### src/hw/rtl/mac_prefix_match_table_top_assert.svh
// ----------------------------------------------------------------------------
// mac prefix match table assertion macros
// concurrent checks on clk_i, held off while rst_ni is low
// ----------------------------------------------------------------------------
`ifndef MAC_PREFIX_MATCH_TABLE_TOP_ASSERT_SVH
`define MAC_PREFIX_MATCH_TABLE_TOP_ASSERT_SVH

`ifndef SYNTHESIS
`define MPMT_ASSERT_IMPL(lbl, ante, cons, msg) \
  lbl: assert property (@(posedge clk_i) disable iff (!rst_ni) (ante) |-> (cons)) \
    else $error(msg);
`define MPMT_ASSERT_NEXT(lbl, ante, cons, msg) \
  lbl: assert property (@(posedge clk_i) disable iff (!rst_ni) (ante) |=> (cons)) \
    else $error(msg);
`else
`define MPMT_ASSERT_IMPL(lbl, ante, cons, msg)
`define MPMT_ASSERT_NEXT(lbl, ante, cons, msg)
`endif

`endif

### src/hw/rtl/mpmt_pkg.sv
// ----------------------------------------------------------------------------
// mpmt_pkg
// shared types, codes and helpers of the mac prefix match table
// ----------------------------------------------------------------------------
`default_nettype none

package mpmt_pkg;

  localparam int unsigned AddrW = 48;
  localparam int unsigned LenW  = 6;
  localparam int unsigned StatW = 3;

  localparam logic [LenW-1:0]  MaxLen   = 6'd48;
  localparam logic [AddrW-1:0] AddrOnes = {AddrW{1'b1}};

  typedef enum logic [1:0] {
    ACT_INSERT = 2'd0,
    ACT_QUERY  = 2'd1,
    ACT_CLEAR  = 2'd2
  } action_e;

  typedef enum logic [StatW-1:0] {
    ST_STORED  = 3'd0,
    ST_DUP     = 3'd1,
    ST_FULL    = 3'd2,
    ST_QUERY   = 3'd3,
    ST_CLEARED = 3'd4
  } status_e;

  // one beat travelling down the cell row
  typedef struct packed {
    logic             vld;
    action_e          act;
    logic [AddrW-1:0] addr;
    logic [LenW-1:0]  len;
    logic             hit;
    logic             stored;
  } probe_t;

  // top len bits set, len at most 48
  function automatic logic [AddrW-1:0] top_mask(input logic [LenW-1:0] len);
    top_mask = ~(AddrOnes >> len);
  endfunction

endpackage

`default_nettype wire

### src/hw/rtl/mpmt_cell.sv
// ----------------------------------------------------------------------------
// mpmt_cell
// one rule slot: compares, stores or clears as a beat passes, then forwards it
// ----------------------------------------------------------------------------
`default_nettype none

module mpmt_cell (
  input  logic            clk_i,
  input  logic            rst_ni,
  input  logic            adv_i,
  input  mpmt_pkg::probe_t probe_i,
  output mpmt_pkg::probe_t probe_o
);

  logic [mpmt_pkg::AddrW-1:0] key_q, key_d;
  logic [mpmt_pkg::LenW-1:0]  len_q, len_d;
  logic                       valid_q, valid_d;
  mpmt_pkg::probe_t           probe_q, probe_d;
  logic                       ins_match;
  logic                       qry_match;

  assign ins_match = valid_q && (len_q == probe_i.len) && (key_q == probe_i.addr);
  assign qry_match = valid_q &&
                     ((probe_i.addr & mpmt_pkg::top_mask(len_q)) == key_q);

  always_comb begin
    key_d   = key_q;
    len_d   = len_q;
    valid_d = valid_q;
    probe_d = probe_i;
    if (probe_i.vld) begin
      unique case (probe_i.act)
        mpmt_pkg::ACT_INSERT: begin
          if (!probe_i.hit && !probe_i.stored) begin
            if (ins_match) begin
              probe_d.hit = 1'b1;
            end else if (!valid_q) begin
              // first free slot, all used slots already checked
              key_d          = probe_i.addr;
              len_d          = probe_i.len;
              valid_d        = 1'b1;
              probe_d.stored = 1'b1;
            end
          end
        end
        mpmt_pkg::ACT_QUERY: begin
          if (qry_match) begin
            probe_d.hit = 1'b1;
          end
        end
        mpmt_pkg::ACT_CLEAR: begin
          valid_d = 1'b0;
        end
        default: begin
        end
      endcase
    end
  end

  always_ff @(posedge clk_i or negedge rst_ni) begin
    if (!rst_ni) begin
      valid_q <= 1'b0;
      probe_q <= '0;
    end else if (adv_i) begin
      valid_q <= valid_d;
      probe_q <= probe_d;
    end
  end

  // rule storage, no reset
  always_ff @(posedge clk_i) begin
    if (adv_i) begin
      key_q <= key_d;
      len_q <= len_d;
    end
  end

  assign probe_o = probe_q;

endmodule

`default_nettype wire
### config.mk
export PLATFORM = sky130hd
export DESIGN_NAME = mpmt_cell
export DESIGN_NICKNAME = d
export VERILOG_FILES = /design/src/hw/rtl/mac_prefix_match_table_top_assert.svh /design/src/hw/rtl/mpmt_pkg.sv /design/src/hw/rtl/mpmt_cell.sv
export SDC_FILE = /design/constraint.sdc
export NUM_CORES = 1
export LEC_CHECK = 0
export ABC_AREA = 1
export BUFFER_PORTS_ARGS = -buffer_cell sky130_fd_sc_hd__buf_2
export CAP_MARGIN = 20
export CELL_PAD_IN_SITES_DETAIL_PLACEMENT = 1
export CELL_PAD_IN_SITES_GLOBAL_PLACEMENT = 1
export CORE_MARGIN = 2
export CORE_UTILIZATION = 40
export CTS_CLUSTER_SIZE = 10
export DETAILED_ROUTE_END_ITERATION = 10
export PLACE_DENSITY_LB_ADDON = 0.1
export SLEW_MARGIN = 5
export SYNTH_ARGS = -nofsm -noshare
export SYNTH_HDL_FRONTEND = slang
export SYNTH_SLANG_ARGS = --single-unit
### constraint.sdc
create_clock -name clk_i -period 18.7 [get_ports clk_i]
set_input_delay 1.87 -clock clk_i [delete_from_list [all_inputs] [get_ports clk_i]]
set_output_delay 1.87 -clock clk_i [all_outputs]
set_load 0.02 [all_outputs]
==> metrics.cfg, run 1 <==
[outcome]
status = finished clean

[synthesis]
synth_area_mm2 = 0.00628
yosysSeqAreaShare_pct = 49.7
synth-seq-cells = 114
synth_fa_ha_area_share_pct = 0
yosys-top-cells-count = 320 x nand2_1, 96 x inv_1, 79 x nor2_1
synth_simple_gate_area_share_pct = 32.9
synth-warning-count = 0
synth_top_area_cell = edfxtp_1
synth_area_leaders = edfxtp_1 26%, dfrtp_1 24%, nand2_1 19%, inv_1 5.7%, nor2_1 4.7%
synth_compound_area_share_pct = 6.30
postSynthAreaPerCell_um2 = 7.61
synth_xor_area_share_pct = 2.79
synth_top_family_by_area = simple AND/OR/NAND/NOR gates
synth.area.mux_share_pct = 0
netlist-cell-type-count = 31
synth_most_common_cell = nand2_1
async_flop_share_pct = 52.6
syn-num-nets = 887
syn_inst = 825
synth_ff_type = dfrtp_1
synth_top_area_share_pct = 25.8
synth_edf_count = 54

[floorplan]
dieArea_mm2 = 0.0167
rows = 45
die_h_um = 129
core_region_area_mm2 = 0.0153
die_x_um = 129
initial_core_util_pct = 41.1
io_pins = 121

[cells_and_area]
diodes = 0
area_growth_pct = 22.2
fill_cells = 1964
finish.utilization_pct = 50.3
layout.nets = 1009
fin_area_mm2 = 0.00767
drive_gt1_share_pct = 18.5

[timing]
slew_violations = 0
postLayoutSetupSlackWorst_ps = 15430
finalCritPeriodShare_pct = 17.5
hold_viol = 0
max_freq_mhz = 306
fin_skew_ps = 9.95
setup_violations = 0
fin_crit_ps = 3270
rsz0062_at_grt = no
slew_headroom_pct = 43.9
tns_ps = 0
max_slew.worst_pin.slew_ps = 842

[drt]
drc_errors = 0
top_layer = met4
post_drt_via_cell_ratio = 5.03
wl_per_cell_um = 18.4
wl_met1_mm = 9.94
dr.pass1.iters = 5
wl_met3_um = 932
wl_mm = 21.6
vias = 5887
wl_met2_mm = 10.2
ant_nets = 0
drtIter0Drc = 317

[hold_path]
hold_end = probe_o[22]
hold_depth = 2
hp-start = probe_o[22]
min_path_type = reg2reg

[pwr]
pwr_density_cell_mw_per_mm2 = 91.8
leakagePower_uw = 0.00387
ir_worst_vdd_v = 0.0000660

[critical_path]
critical_path_required_ps = 18750
path_cells = buf_2, nand2_1, nor4_2, buf_4
critPathArrivalTime_ps = 3320
rrSetupSlack_ps = 15970
r2r-start = len_q[5]
r2r_cells = 15
slowest_stage = buf_4
critical_path.top_delay_family = buffers and inverters
cp-start-kind = input port
path_max_fanout = 55
critPathKind = in2reg
endpoint_kind = flip-flop
worstReg2RegEnd = probe_o[1]
crit_buf_inv = 2
slowest_delay_ps = 680

[cts]
numCtsBuffers = 17
clockBufferDepth = 2
cts_resized = 0
cts_setup_buffers = 0
htreeDepth = 4
clock-root-buffer = clkbuf_16
cts_tree = built
clk-insertion-delay-late_ps = 420
clk_pin_slew_ps = 60
hold_buffers = 0
clock-sinks = 114

[flow_run]
drv_cap = 0

[global_route]
grt_overflow = 0
grt_pass1_vias = 5986
grt_max_degree = 61
grt_pass1_wl_mm = 33.4
grt_antenna_before_repair = 0
grtUsageTotal_pct = 27.1

[placed_design]
numPortBuffers = 120
gp_congestion = 0.910
placed_area_mm2 = 0.00705
place_ws_ps = 14970
dp_hpwl_mm = 16.5

==> how the worst max path moves through the flow <==
stage,endpoint,start,cells after the start
after global routing,key_q[28],adv_i,4
after detailed placement,key_q[34],adv_i,4
after CTS,key_q[15],adv_i,4
after global placement,key_q[42],adv_i,4
after floorplan,key_q[0],probe_i[0],2
final,key_q[31],adv_i,4
==> metrics by stage <==
stage / hold WS, ps / cells / total power (µW)
2_1_floorplan: 509 / 825 / 329
3_3_place_gp: 452 / 1139 / 363
3_5_place_dp: 459 / 1139 / 366
4_1_cts: 471 / 1170 / 709
5_1_grt: 497 / 1170 / 729
6_report: 465 / 1170 / 704
==> power by group <==
part / internal [µW] / leakage [µW] / switching [µW]
combinational: 24.8 / 0.00236 / 53.0
clock: 222 / 0.000295 / 121
sequential: 276 / 0.00121 / 7.77
==> area by class of cell <==
cell class	instances	area, µm²	area share, %
clock buffers	24	524	6.83
clock inverters	7	93.8	1.22
inverters	103	392	5.11
multi-input cells	587	2640	34.5
flip-flops and latches	114	3120	40.7
well taps	211	264	3.44
repair buffers	124	631	8.22
==> logic make-up after synthesis <==
| logic type | after synthesis |
|---|---|
| XOR/XNOR | 20 |
| buffers and inverters | 124 |
| AO/OA/AOI/OAI | 76 |
| flip-flops | 114 |
| AND/OR/NAND/NOR | 491 |
==> worst min-delay path, stage by stage, from the launching register on <==
cell and delay, ps:
dfrtp_1 330, nand2_1 50, nand2_1 50
==> state kept, by name, indices dropped and copies added (netlist names) <==
register and count:
key_q 48, probe_o 59, len_q 6, valid_q 1
==> metal layers <==
metal	GRT usage, %	vias to the layer above
li1	-	2857
met1	36.0	2860
met2	44.3	146
met3	4.54	24
met4	10.6	0
met5	0	-
==> layout by cell type, fill, tap and decap left out <==
master and n:
a21boi_1 1, a21oi_1 7, buf_2 120, buf_4 4, bufinv_16 2, clkbuf_1 2, clkbuf_16 19, clkbuf_8 3
clkinv_2 1, clkinvlp_4 3, dfrtp_1 60, edfxtp_1 54, inv_1 96, inv_2 5, inv_4 3, nand2_1 320
nand2_2 5, nand2_4 1, nand3_1 47, nand3b_1 8, nand4_1 15, nor2_1 79, nor2_8 3, nor3_1 4
nor3b_1 1, nor4_2 1, o2111ai_1 1, o21ai_0 54, o21ai_1 10, o21bai_1 2, o221ai_1 1, or2_2 7
xnor2_1 14, xor2_1 6
No activity file was read; power rests on OpenSTA's default activity.
==> run 2, diff against run 1 <==
--- a/config.mk
+++ b/config.mk
@@ -5,13 +5,13 @@
 export SDC_FILE = /design/constraint.sdc
 export NUM_CORES = 1
 export LEC_CHECK = 0
-export ABC_AREA = 1
+export ABC_AREA = 0
 export BUFFER_PORTS_ARGS = -buffer_cell sky130_fd_sc_hd__buf_2
 export CAP_MARGIN = 20
 export CELL_PAD_IN_SITES_DETAIL_PLACEMENT = 1
 export CELL_PAD_IN_SITES_GLOBAL_PLACEMENT = 1
 export CORE_MARGIN = 2
-export CORE_UTILIZATION = 40
+export CORE_UTILIZATION = 39
 export CTS_CLUSTER_SIZE = 10
 export DETAILED_ROUTE_END_ITERATION = 10
 export PLACE_DENSITY_LB_ADDON = 0.1
==> constraint.sdc (replaced) <==
create_clock -name clk_i -period 2.8 [get_ports clk_i]
set_input_delay 0.28 -clock clk_i [delete_from_list [all_inputs] [get_ports clk_i]]
set_output_delay 0.28 -clock clk_i [all_outputs]
set_load 0.02 [all_outputs]
==> run 2 against run 1 <==
The run now ends with hold timing, setup timing left. Register-to-register slack got worse by 16000 ps. Clock skew decreased by 0.58 ps. Die area decreased by 3.7%. Final area increased by 2.9%. Clock power increased to 5.7 times the previous value. First-iteration DRC count increased by 18%. Power increased to 6.3 times the previous value. Largest power group unchanged. Critical path depth increased by 5. Worst hold slack got worse by 480 ps.
==> metrics.cfg, run 2 <==
[pwr]
ir_worst_vdd_v = 0.000414  ; was 0.0000660 V
leakagePower_uw = 0.00334  ; was 0.00387 µW
pwr_density_cell_mw_per_mm2 = 566  ; was 91.8 mW/mm²

[synthesis]
async_flop_share_pct = 52.6  ; unchanged
syn-num-nets = 579  ; was 887
netlist-cell-type-count = 61  ; was 31
postSynthAreaPerCell_um2 = 11.4  ; was 7.61 µm²
synth_edf_count = 54  ; unchanged
synth_top_area_cell = edfxtp_1  ; unchanged
syn_inst = 517  ; was 825
synth-seq-cells = 114  ; unchanged
synth_area_leaders = edfxtp_1 28%, dfrtp_1 26%, mux2_2 11%, xnor2_1 3.3%, xor2_1 2.7%  ; was edfxtp_1 26%, dfrtp_1 24%, nand2_1 19%, inv_1 5.7%, nor2_1 4.7%
synth_most_common_cell = dfrtp_1  ; was nand2_1
yosys-top-cells-count = 60 x dfrtp_1, 56 x mux2_2, 54 x edfxtp_1  ; was 320 x nand2_1, 96 x inv_1, 79 x nor2_1
synth-warning-count = 0  ; unchanged
synth_ff_type = dfrtp_1  ; unchanged
yosysSeqAreaShare_pct = 53.1  ; was 49.7%
synth_area_mm2 = 0.00589  ; was 0.00628 mm²
synth_top_area_share_pct = 27.6  ; was 25.8%

[floorplan]
die_x_um = 127  ; was 129 µm
io_pins = 121  ; unchanged
rows = 44  ; was 45
initial_core_util_pct = 40.2  ; was 41.1%
core_region_area_mm2 = 0.0146  ; was 0.0153 mm²
dieArea_mm2 = 0.0161  ; was 0.0167 mm²
die_h_um = 127  ; was 129 µm

[global_route]
grt_pass1_vias = 5644  ; was 5986
grt_util_met3_pct = 5.86  ; was 4.54%
use_met2_pct = 48.4  ; was 44.3%
grt_antenna_before_repair = 0  ; unchanged
top_usage_layer = met2  ; unchanged
grt_pass1_wl_mm = 34.9  ; was 33.4 mm
grt_max_degree = 61  ; unchanged
grt_overflow = 0  ; unchanged
grtUsageTotal_pct = 29.4  ; was 27.1%
grtUsageMet1_pct = 38.6  ; was 36.0%

[timing]
postLayoutSetupSlackWorst_ps = -56.4  ; was 15430 ps
fin_skew_ps = 9.37  ; was 9.95 ps
rsz0062_at_grt = yes  ; was no
max_slew.worst_pin.slew_ps = 791  ; was 842 ps
setup_violations = 1  ; was 0
finalCritPeriodShare_pct = 102
slew_violations = 0  ; unchanged
fin_crit_ps = 2860
whs_ps = -10.1  ; was 465 ps
tns_ps = -56.4  ; was 0 ps
hold_viol = 6  ; was 0
max_freq_mhz = 350
slew_headroom_pct = 47.2  ; was 43.9%

[cts]
clk-insertion-delay-late_ps = 430  ; was 420 ps
clock-sinks = 114  ; unchanged
clk_pin_slew_ps = 60  ; about the same
numCtsBuffers = 17  ; unchanged
htreeDepth = 4  ; unchanged
clock-root-buffer = clkbuf_16  ; unchanged
cts_tree = built  ; unchanged
clockBufferDepth = 2  ; unchanged

[outcome]
status = finished, violations left  ; was finished clean
violations = hold timing, setup timing

[flow_run]
drv_cap = 0  ; unchanged

[placed_design]
dp_hpwl_mm = 17.6  ; was 16.5 mm
numPortBuffers = 120  ; unchanged
placed_area_mm2 = 0.00722  ; was 0.00705 mm²
gp_congestion = 0.938  ; was 0.910
place_ws_ps = -399  ; was 14970 ps
dp.cells = 876  ; was 1139

[critical_path]
slowest_stage = or4b_4  ; was buf_4
cp-start-kind = flip-flop  ; was input port
path_cells = buf_4, or2_0, o311ai_1, o21ai_1, a221oi_2, o2111ai_1, or4b_4, nor4_4, o221a_1  ; was buf_2, nand2_1, nor4_2, buf_4
critical_path_required_ps = 3160  ; was 18750 ps
slowest_delay_ps = 560  ; was 680 ps
critPathKind = reg2reg  ; was in2reg
path_max_fanout = 4  ; was 55
endpoint_kind = flip-flop  ; unchanged
critPathArrivalTime_ps = 3210  ; was 3320 ps

[drt]
wl_mm = 22.9  ; was 21.6 mm
drtIter0Drc = 373  ; was 317
vias = 5251  ; was 5887
ant_nets = 0  ; unchanged
dr.pass1.iters = 5  ; unchanged
drc_errors = 0  ; unchanged
wl_per_cell_um = 24.9  ; was 18.4 µm
post_drt_via_cell_ratio = 5.71  ; was 5.03

[cells_and_area]
layout.nets = 784  ; was 1009
diodes = 0  ; unchanged
fin_cells = 919  ; was 1170
largest_register_ff_count = 59  ; unchanged
fin_area_mm2 = 0.00789  ; was 0.00767 mm²
drive_gt1_share_pct = 42.3  ; was 18.5%
final_cell_mix = 120 x buf_2, 85 x buf_4, 60 x dfrtp_1, 56 x mux2_2, 54 x edfxtp_1  ; was 320 x nand2_1, 120 x buf_2, 96 x inv_1, 79 x nor2_1, 60 x dfrtp_1
final_common_cell = buf_2  ; was nand2_1
area_growth_pct = 34.1  ; was 22.2%

[hold_path]
min_path_type = in2async  ; was reg2reg

## run 2: cell types whose count changed after synthesis, sizes merged, moves of 34 or more
cell   change
nand3     -35
inv       -71
nor2      -60
o21ai     -34
nand2    -303
mux2      +56
## run 2: stage by stage
step | utilization [%] | power, µW
3_5_place_dp | 49.3 | 2530
2_1_floorplan | - | 2230
3_3_place_gp | 49.3 | 2510
5_1_grt | 53.9 | 4630
6_report | 53.9 | 4460
4_1_cts | 53.9 | 4510
## run 2: layout make-up
cell class / instances / area (µm²)
tap: 184 / 230
clock buffer: 19 / 443
timing repair buffer: 208 / 1290
inverter: 32 / 120
clock inverter: 13 / 86.3
sequential: 114 / 3120
fill: 1640 / 6750
multi-input combinational: 349 / 2600
## run 2: path summary, 6_finish.rpt
check,start,endpoint,slack (ps),cells after the start
worst max-delay path,len_q[1],probe_o[1],-60,9
worst min-delay path,rst_ni,probe_o[47],-10,2
worst max register to register,len_q[1],probe_o[1],-60,9
worst min register to register,probe_o[4],probe_o[4],500,1
max in group asynchronous,rst_ni,probe_o[9],2240,2
min in group clk_i,probe_i[11],key_q[3],70,1
## run 2: per-layer routing
layer / up-vias / share of wire (%)
li1: 2337 / -
met1: 2683 / 43
met2: 199 / 49
met3: 32 / 5.9
met4: 0 / 2.5
met5: - / 0
## run 2: worst max-delay path: cells and delay by family (launching register included)
kind / cells / cell delay [ps]
AOI/OAI and AO/OA: 5 / 1100
and+or+nand+nor: 3 / 1010
DFF: 1 / 490
buffers and inverters: 1 / 190
## run 2: cell families (layout without fill, tap and decap cells)
logic type | count (synthesis) | count (layout) | share of synthesized area, %
AND/OR/NAND/NOR | 140 | 140 | 13.0
flip-flops | 114 | 114 | 53.1
AO/OA/AOI/OAI | 110 | 110 | 12.9
multiplexers | 59 | 59 | 11.2
buffers and inverters | 54 | 272 | 3.81
XOR/XNOR | 40 | 40 | 5.95
## run 2: power by group
part	switching, µW	total (µW)	leakage [µW]	internal, µW
combinational	354	601	0.00190	247
sequential	49.0	1900	0.00119	1850
clock	815	1960	0.000250	1150
total	1220	4460	0.00334	3240
## run 2: timing repair
| item | CTS | global route |
|---|---|---|
| gates resized for setup | 12 | 6 |
| hold buffers | 0 | 0 |
| setup endpoints to repair | 1 | 1 |
| pin swaps | 1 | 1 |
| buffers inserted | 11 | 0 |
==> run 3, diff against run 2 <==
--- a/config.mk
+++ b/config.mk
@@ -6,8 +6,7 @@
 export NUM_CORES = 1
 export LEC_CHECK = 0
 export ABC_AREA = 0
-export BUFFER_PORTS_ARGS = -buffer_cell sky130_fd_sc_hd__buf_2
-export CAP_MARGIN = 20
+export BUFFER_PORTS_ARGS = -buffer_cell sky130_fd_sc_hd__buf_4
 export CELL_PAD_IN_SITES_DETAIL_PLACEMENT = 1
 export CELL_PAD_IN_SITES_GLOBAL_PLACEMENT = 1
 export CORE_MARGIN = 2
==> constraint.sdc (replaced) <==
create_clock -name clk_i -period 2.6 [get_ports clk_i]
set_input_delay 0.26 -clock clk_i [delete_from_list [all_inputs] [get_ports clk_i]]
set_output_delay 0.26 -clock clk_i [all_outputs]
set_load 0.02 [all_outputs]
==> run 3 against run 2 <==
The flow finishes with violations (setup timing). Combinational power is 27% higher. Final area is 10% higher. Largest power group unchanged. Clock power rose by 32%. Worst hold slack better by 38 ps. Maximum frequency rose by 3.8%. Setup slack lost 96 ps. Critical endpoint unchanged. Sequential power increased by 8%.
==> metrics.cfg, run 3 (synthesis results as in run 2) <==
[outcome]
status = finished, violations left  ; unchanged
violations = setup timing  ; was hold timing, setup timing

[floorplan]
io_pins = 121  ; unchanged
rows = 44  ; unchanged
die_h_um = 127  ; unchanged
core_region_area_mm2 = 0.0146  ; unchanged
dieArea_mm2 = 0.0161  ; unchanged
die_x_um = 127  ; unchanged
initial_core_util_pct = 40.2  ; unchanged

[pwr]
total_power_uw = 5420  ; was 4460 µW
pwr_density_cell_mw_per_mm2 = 624  ; was 566 mW/mm²
leakagePower_uw = 0.00371  ; was 0.00334 µW
ir_worst_vdd_v = 0.000529  ; was 0.000414 V

[cts]
clock-root-buffer = clkbuf_16  ; unchanged
clk-insertion-delay-late_ps = 440  ; was 430 ps
htreeDepth = 4  ; unchanged
cts_tree = built  ; unchanged
numCtsBuffers = 17  ; unchanged
clock-sinks = 114  ; unchanged
clockBufferDepth = 2  ; unchanged
clk_pin_slew_ps = 60  ; about the same

[cells_and_area]
diodes = 0  ; unchanged
final_common_cell = buf_4  ; was buf_2
finish.utilization_pct = 59.3  ; was 53.9%
area_growth_pct = 47.5  ; was 34.1%
final_cell_mix = 241 x buf_4, 60 x dfrtp_1, 56 x mux2_2, 54 x edfxtp_1, 32 x inv_1  ; was 120 x buf_2, 85 x buf_4, 60 x dfrtp_1, 56 x mux2_2, 54 x edfxtp_1
fin_area_mm2 = 0.00868  ; was 0.00789 mm²
largest_register_ff_count = 59  ; unchanged
drive_gt1_share_pct = 46.4  ; was 42.3%
layout.nets = 822  ; was 784

[timing]
slew_headroom_pct = 43.1  ; was 47.2%
postLayoutSetupSlackWorst_ps = -153  ; was -56.4 ps
finalCritPeriodShare_pct = 106  ; was 102%
slew_violations = 0  ; unchanged
hold_viol = 0  ; was 6
fin_crit_ps = 2750  ; was 2860 ps
max_freq_mhz = 363  ; was 350 MHz
whs_ps = 27.8  ; was -10.1 ps
rsz0062_at_grt = yes  ; unchanged
tns_ps = -153  ; was -56.4 ps
fin_skew_ps = 9.33  ; was 9.37 ps
setup_violations = 1  ; unchanged
max_slew.worst_pin.slew_ps = 854  ; was 791 ps

[critical_path]
endpoint_kind = flip-flop  ; unchanged
critical_path_required_ps = 2960  ; was 3160 ps
r2r-start = len_q[4]  ; was len_q[1]
r2r_cells = 9  ; unchanged
critPathArrivalTime_ps = 3110  ; was 3210 ps
worstReg2RegEnd = probe_o[1]  ; unchanged
cp-start-kind = flip-flop  ; unchanged
critPathKind = reg2reg  ; unchanged
rrSetupSlack_ps = -150  ; was -60 ps
path_max_fanout = 5  ; was 4

[global_route]
grtUsageTotal_pct = 34.8  ; was 29.4%
grt_overflow = 0  ; unchanged
grt_antenna_before_repair = 0  ; unchanged
grt_pass1_vias = 6193  ; was 5644
grt_max_degree = 61  ; unchanged
grt_pass1_wl_mm = 40.3  ; was 34.9 mm

[hold_path]
hold_end = key_q[3]
min_path_type = in2reg  ; was in2async
hp-start = probe_i[11]
hold_depth = 1

[drt]
post_drt_via_cell_ratio = 5.87  ; was 5.71
dr.pass1.iters = 5  ; unchanged
ant_nets = 0  ; unchanged
drc_errors = 0  ; unchanged
drtIter0Drc = 470  ; was 373
wl_per_cell_um = 28.5  ; was 24.9 µm
vias = 5615  ; was 5251
wl_mm = 27.3  ; was 22.9 mm

[placed_design]
dp_hpwl_mm = 19.8  ; was 17.6 mm
placed_area_mm2 = 0.00780  ; was 0.00722 mm²
gp_congestion = 0.945  ; was 0.938
numPortBuffers = 120  ; unchanged

[flow_run]
drv_cap = 0  ; unchanged

==> run 3: cell count changes in the layout (fill, tap and decap cells not counted), moves of 3 or more <==
cell / before / now
buf_4: 85 / 241
buf_2: 120 / 0
clkbuf_16: 17 / 22
clkinv_4: 0 / 5
clkinvlp_4: 5 / 0
clkinv_2: 3 / 0
==> run 3: cell type report <==
| class | instances | area, µm² |
|---|---|---|
| fill | 1532 | 5960 |
| sequential | 114 | 3120 |
| multi-input combinational | 349 | 2680 |
| timing repair buffer | 246 | 1870 |
| clock buffer | 23 | 554 |
| tap | 184 | 230 |
| inverter | 32 | 120 |
| clock inverter | 9 | 103 |
==> run 3: repair_timing <==
item,CTS,global route
setup endpoints to repair,2,2
gates resized for setup,23,12
pin swaps,2,4
hold buffers,1,0
endpoints found under the hold margin,56,0
buffers inserted,5,2
cloned,0,1
==> run 3: critical path, cell delays in order, from the launching register on <==
cell and delay (ps):
edfxtp_1 500, or2_1 370, nand3_1 170, xor2_2 240
o311ai_1 220, a2111oi_0 380, buf_4 180, nand3_1 110
nor4_4 290, o221a_1 220
==> run 3: metrics by stage <==
| step | instances | worst slack [ps] |
|---|---|---|
| 6_report | 957 | -153 |
| 2_1_floorplan | 517 | 154 |
| 3_3_place_gp | 916 | -387 |
| 3_5_place_dp | 916 | -356 |
| 4_1_cts | 954 | -96.8 |
| 5_1_grt | 957 | -229 |
==> run 3: routing by layer <==
metal  vias up  share of wire, %  global-route usage [%]
li1       2413                 -                       -
met1      2893                41                    43.1
met2       253                50                    59.2
met3        56               5.4                    7.25
met4         0               3.6                    14.5
met5         -                 0                       0
==> run 3: worst max path at each step <==
stage | endpoint | cells past startpoint | slack [ps] | startpoint
2_1_floorplan | key_q[0] | 4 | 150 | adv_i
3_3_place_gp | probe_o[1] | 8 | -390 | len_q[1]
3_5_place_dp | probe_o[1] | 8 | -360 | len_q[4]
4_1_cts | probe_o[1] | 9 | -100 | len_q[2]
5_1_grt | probe_o[1] | 9 | -230 | len_q[3]
6_report | probe_o[1] | 9 | -150 | len_q[4]
==> run 3: where the power goes <==
group / internal [µW] / switching, µW
sequential: 1990 / 70.3
combinational: 348 / 417
clock: 1620 / 966
total: 3960 / 1450
